--- src/rtl/ahpt_pkg.sv ---
// Shared constants and control types of the argument histogram peak tracker.
`default_nettype none

package ahpt_pkg;

    localparam int BIN_W     = 8;
    localparam int BINS      = 1 << BIN_W;
    localparam int DATA_W    = 32;
    localparam int OFF_W     = DATA_W + 1;
    localparam int REM_W     = DATA_W + 1;
    localparam int SPAN_W    = DATA_W + 2;
    localparam int DVD_W     = DATA_W + BIN_W;
    localparam int DIV_STEPS = DVD_W;
    localparam int CNT_W     = $clog2(DIV_STEPS + 1);
    localparam int CFG_ADDR_W = 1;

    localparam logic [CFG_ADDR_W-1:0] REG_RANGE_LOW  = 1'b0;
    localparam logic [CFG_ADDR_W-1:0] REG_RANGE_HIGH = 1'b1;

    localparam logic [DATA_W-1:0] RANGE_LOW_RST  = 32'sd0;
    localparam logic [DATA_W-1:0] RANGE_HIGH_RST = 32'sd255;
    localparam logic [DATA_W-1:0] COUNT_MAX      = '1;

    typedef struct packed {
        logic load_item;
        logic load_peak;
        logic step;
        logic mem_rd;
        logic update;
        logic peak_set;
    } t_cmd;

    typedef struct packed {
        logic div_last;
        logic out_busy;
    } t_status;

endpackage

`default_nettype wire

--- src/rtl/ahpt_ctrl.sv ---
// Control state machine that sequences binning, count update and peak reload.
`default_nettype none

module ahpt_ctrl (
    input  wire logic             i_clk,
    input  wire logic             i_rst_n,
    input  wire logic             i_in_valid,
    input  wire logic             i_cfg_we,
    input  wire ahpt_pkg::t_status i_status,
    output ahpt_pkg::t_cmd        o_cmd,
    output logic                  o_in_stall
);

    import ahpt_pkg::*;

    typedef enum logic [3:0] {
        S_IDLE,
        S_DIV,
        S_READ,
        S_UPD,
        S_PWAIT,
        S_PLOAD,
        S_PDIV,
        S_PREAD,
        S_PSET
    } t_state;

    t_state r_state;

    always_comb begin
        o_cmd           = '0;
        o_cmd.load_item = (r_state == S_IDLE) && i_in_valid && !i_cfg_we;
        o_cmd.load_peak = (r_state == S_PLOAD);
        o_cmd.step      = (r_state == S_DIV) || (r_state == S_PDIV);
        o_cmd.mem_rd    = (r_state == S_READ) || (r_state == S_PREAD);
        o_cmd.update    = (r_state == S_UPD) && !i_status.out_busy;
        o_cmd.peak_set  = (r_state == S_PSET);
        o_in_stall      = (r_state != S_IDLE) || i_cfg_we;
    end

    always_ff @(posedge i_clk) begin
        if (!i_rst_n) begin
            r_state <= S_IDLE;
        end else begin
            case (r_state)
                S_IDLE: begin
                    if (i_cfg_we) begin
                        r_state <= S_PWAIT;
                    end else if (i_in_valid) begin
                        r_state <= S_DIV;
                    end
                end
                S_DIV: begin
                    if (i_status.div_last) begin
                        r_state <= S_READ;
                    end
                end
                S_READ: begin
                    r_state <= S_UPD;
                end
                S_UPD: begin
                    if (!i_status.out_busy) begin
                        r_state <= S_IDLE;
                    end
                end
                S_PWAIT: begin
                    r_state <= i_cfg_we ? S_PWAIT : S_PLOAD;
                end
                S_PLOAD: begin
                    r_state <= i_cfg_we ? S_PWAIT : S_PDIV;
                end
                S_PDIV: begin
                    if (i_cfg_we) begin
                        r_state <= S_PWAIT;
                    end else if (i_status.div_last) begin
                        r_state <= S_PREAD;
                    end
                end
                S_PREAD: begin
                    r_state <= i_cfg_we ? S_PWAIT : S_PSET;
                end
                S_PSET: begin
                    r_state <= i_cfg_we ? S_PWAIT : S_IDLE;
                end
                default: begin
                    r_state <= S_IDLE;
                end
            endcase
        end
    end

endmodule

`default_nettype wire

--- config.mk ---
export PLATFORM = sky130hd
export DESIGN_NAME = ahpt_ctrl
export DESIGN_NICKNAME = d
export VERILOG_FILES = /design/src/rtl/ahpt_pkg.sv /design/src/rtl/ahpt_ctrl.sv
export SDC_FILE = /design/constraint.sdc
export NUM_CORES = 1
export LEC_CHECK = 0
export ABC_AREA = 1
export BUFFER_PORTS_ARGS = -buffer_cell sky130_fd_sc_hd__buf_2
export CAP_MARGIN = 10
export CORE_AREA = 2 2 39 41
export DETAILED_ROUTE_END_ITERATION = 10
export DIE_AREA = 0 0 41 43
export SLEW_MARGIN = 30
export SYNTH_ARGS = -nofsm -noshare
export SYNTH_HDL_FRONTEND = slang
export SYNTH_SLANG_ARGS = --single-unit
--- constraint.sdc ---
create_clock -name i_clk -period 1 [get_ports i_clk]
set_clock_uncertainty 0.05 [all_clocks]
set_input_delay 0 -clock i_clk [delete_from_list [all_inputs] [get_ports i_clk]]
set_output_delay 0 -clock i_clk [all_outputs]
set_load 0.02 [all_outputs]
[After elaboration in Yosys (flattened, before gate mapping)]
Index checks and enable logic that the tools add are counted.
Operators by class
  equality and inequality tests: 12
  multiplexer cells: 11
  reduce and logical (&&, ||, !) cells: 11
Operator list (number)
  case mux 4 bit (9 select lines): 1
  2-to-1 mux 4 bit: 7
  equality test 4 x 3 -> 1 bit (second input constant): 4
  equality test 4 x 2 -> 1 bit (second input constant): 2
  != test 3 bit (second input constant): 2
  equality test 4 x 1 -> 1 bit (second input constant): 1
  equality test 4 bit (second input constant): 1
  zero test 4 bit: 1
  != test 2 bit (second input constant): 2
  AND reduction 4 bit: 1
  nonzero test 4 bit: 1
  logical AND 1 bit: 3
  logical OR 1 bit: 3
  2-to-1 mux 3 bit: 1
  zero test 1 bit: 2
  2-to-1 mux 2 bit: 1
  2-to-1 mux 1 bit: 1
Word-level totals
  register bits: 4
  output and inout port bits: 7
  word-level logic and storage cells: 35

[Longest topological paths before layout]
  depth in word-level cells: 3
  depth in mapped cells: 8
  depth with buffers taken out: 8

[Least setup slack after synthesis]
OpenSTA, ideal clock, no wires.
  path kind: flip-flop to output port
  start: register r_state[1]
  end: output o_cmd[1] (netlist bit)
  data arrival time: 1118 ps
  data required time: 950 ps
  setup slack: -168 ps
  stages on the path, launching flop included: 3
  buffers on the path: 0
  path through: dfxtp_1 -> nand2_1 -> nor4_1
RTL lines
  start: declaration: line ahpt_ctrl.sv:28  | t_state r_state;
  start signal: assignment: line ahpt_ctrl.sv:67  | r_state <= i_cfg_we ? S_PWAIT : S_PLOAD;
  start signal: assignment: line ahpt_ctrl.sv:70  | r_state <= i_cfg_we ? S_PWAIT : S_PDIV;
  start signal: assignment: line ahpt_ctrl.sv:80  | r_state <= i_cfg_we ? S_PWAIT : S_PSET;
  end: declaration: line ahpt_ctrl.sv:10  | output ahpt_pkg::t_cmd o_cmd,

[Final worst setup path]
  start: register r_state[2]
  end: register r_state[1]
On the way
  cells in the longest elaborated chain, start to end: 3
Ends and longest elaborated chain
  equality test 4 x 3 -> 1 bit, or another cell as far along: line ahpt_ctrl.sv:45  | case (r_state)
  != test 3 bit (no line) / != test 2 bit (equally long branches)
  AND reduction 4 bit (no line)
Several ways; a longest one is shown, not always the timed one.
A chain may end at the register's enable or synchronous reset.

==> flow_summary.toml <==
[detailed_routing]
wirelength_mm = 1.08
route.detailed.drc = 0
first_pass_iters = 4
vias = 480
postRouteAntennaNets = 0
drt-vias-per-instance = 4.57
avgRoutedWirePerCell_um = 10.2
drt_iter0_drc = 11

[clock_network]
root_buffer = "clkbuf_4"
clkLatencyLatePin_ps = 230
clk_pin_slew_worst_paths_ps = 40
clock-sinks = 4
cts_htree_levels = 1
numCtsBuffers = 3
clock_path_buffers = 2
tritoncts = "built"

[grt]
grt_pass1_vias = 400
overflow = 0
grtUsageTotal_pct = 12.8
grt_max_degree = 7
grt_pass1_wl_mm = 1.56
antenna_found_initial = 0

[final_layout]
layout_commonest_cell = "buf_4"
final_cell_mix = "buf_4 (12), buf_6 (9), inv_1 (8), nand3_1 (8)"
antennaDiodeCount = 0
largest_register_ffs = 4
area_delta_synth_final_pct = 110
largest-register = "r_state"
layout.nets = 97
drive_gt1_share_pct = 67.4
final_area_um2 = 718
reg_top3 = "r_state (4)"

[sta]
finalHoldViolCount = 0
drv_slew = 0
finalWorstSetupSlack_ps = -249
rsz0062_at_grt = "true"
fin_crit_ps = 1250
fmax_mhz = 800
worstMarginPinSlew_ps = 206
holdWs_ps = 23.8
min_period_over_period_pct = 125
finalSetupViolCount = 11
relSlewSlack_pct = 86.1

[floorplan]
die_area_um2 = 1760
initial_core_util_pct = 24.7
fp.coreArea_um2 = 1380
num_rows = 14
die_h_um = 43
io_pins = 13
die_w_um = 41

[power]
ir_drop_mv = 0.985
p_per_area_nw_per_um2 = 2670
pwr-share-clk_pct = 10.5
switching_power_uw = 858
seq_power_share_pct = 18.3
p_leak_nw = 0.358
power_frac_comb_pct = 71.1
netSwitchingFraction_pct = 44.7
intPower_mw = 1.06

[setup_path]
worst_setup_path_start_kind = "flip-flop"
arrival_ps = 1360
critPathBufInv = 2
reg2reg_setup_slack_ps = -250
worstSetupPathType = "flip-flop to flip-flop"
worstReg2RegStart = "r_state[2]"
crit_fanout = 6
r2r_cells = 9
path_delay_family = "simple AND/OR/NAND/NOR gates"
cp-end-kind = "flip-flop"
cp_slowest_cell = "dfxtp_4"
r2r-end = "r_state[1]"
path_cells = "inv_2, nor2_4, buf_6, nand3_2, nand2_2, nand2_2, nand2_1, nand2_1, a21oi_2"
critPathMaxStageDelay_ps = 360
required_ps = 1110

[yosys]
syn_inst = 57
synth_area_leaders = "dfxtp_1 (23%), inv_1 (14%), nand3_1 (13%), nand2_1 (12%), nor2_4 (6.6%)"
yosysWarnings = 0
synth_nets = 63
yosysTopAreaCell = "dfxtp_1"
synth.top_cell.area_share_pct = 23.4
ys_ff_latch = 4
ys_seq_area_share_pct = 23.4
syn_area_per_cell_um2 = 5.99
synthDistinctLibCells = 17
synth_area_um2 = 342

[status]
status = "complete, but fails checks"
violations = "negative setup slack"

[worst_hold_path]
min_path_type = "input port to flip-flop"
min-delay-start = "i_status[1]"
worstHoldEndpoint = "r_state[0]"
hold_depth = 4

[place]
io_buffers = 12
dpl_cell_area_um2 = 514
gp_congestion = 0.802
place_hpwl_um = 767

[run]
drv_cap = 0
-- cells in the mapped netlist --
library cell / n
nor2_1: 3
dfxtp_1: 4
inv_1: 13
nor2_4: 2
a311oi_1: 1
nand2_2: 3
a21oi_1: 2
nor3_1: 2
o21ai_0: 1
nand3_2: 1
nand2_1: 11
nor2_2: 1
nor4_1: 1
a21oi_2: 1
nand3_1: 9
inv_2: 1
o21ai_1: 1
-- layer usage --
| layer | vias up | share of wire, % | track usage, % | routed length (um) |
|---|---|---|---|---|
| met5 | - | 0 | 0 | 0 |
| met4 | 0 | 0 | 4.00 | 0 |
| met3 | 0 | 2.8 | 1.57 | 30 |
| met2 | 8 | 56 | 23.8 | 606 |
| met1 | 226 | 41 | 13.5 | 439 |
| li1 | 246 | - | - | - |
-- worst reg2reg max path: cells and delay by family (launching register included) --
family,cells,cell delay [ps]
and+or+nand+nor,6,460
DFF,1,360
buffers and inverters,2,180
AOI/OAI and AO/OA,1,110
-- logic make-up (layout without fill, tap and decap cells) --
family | Yosys count | after routing | share of synthesized area (%)
flops | 4 | 4 | 23.4
buf+inv | 14 | 46 | 15.4
simple gates | 33 | 33 | 50.2
compound gates | 6 | 6 | 11.0
-- stage by stage --
stage / utilization [%] / setup TNS [ps] / worst slack, ps / power (mW) / cells
finish: 51.9 / -2120 / -249 / 1.92 / 105
global route: 51.9 / -2660 / -314 / 2.03 / 105
CTS: 48.8 / -1950 / -247 / 1.81 / 104
detailed placement: 37.2 / -514 / -149 / 1.27 / 95
global placement: 37.2 / -549 / -152 / 1.27 / 95
floorplan: - / -313 / -132 / 0.865 / 57
-- cell type report --
cell class                      count  area, um^2
Clock buffer                        3        22.5
Fill cell                         127         666
Inverter                           14        52.6
Multi-Input combinational cell     39         287
Sequential cell                     4        95.1
Tap cell                           16        20.0
Timing Repair Buffer               29         241
-- worst max path at each step --
stage                     cells past startpoint  startpoint  slack, ps         end
after global routing                          6  r_state[2]       -310    o_cmd[3]
after CTS                                     7  r_state[2]       -250  r_state[1]
final                                         9  r_state[2]       -250  r_state[1]
after floorplan                               2  r_state[1]       -130    o_cmd[1]
after detailed placement                      6  r_state[0]       -150  r_state[0]
after global placement                        6  r_state[0]       -150  r_state[0]
-- what timing repair did --
| action | CTS | global route |
|---|---|---|
| gates resized for setup | 30 | 9 |
| setup endpoints to repair | 10 | 11 |
| hold buffers | 2 | 0 |
| setup buffers | 4 | 1 |
| pin swaps | 4 | 4 |
| endpoints found under the hold margin | 2 | 0 |
-- power by group through the flow --
stage / Clock, mW / Sequential (mW) / Combinational [mW]
after CTS: 0.207 / 0.337 / 1.26
final: 0.202 / 0.351 / 1.36
after detailed placement: 0 / 0.292 / 0.980
after global placement: 0 / 0.290 / 0.976
after floorplan: 0 / 0.282 / 0.583
after global routing: 0.217 / 0.357 / 1.46
No activity file was read; power rests on OpenSTA's default activity.
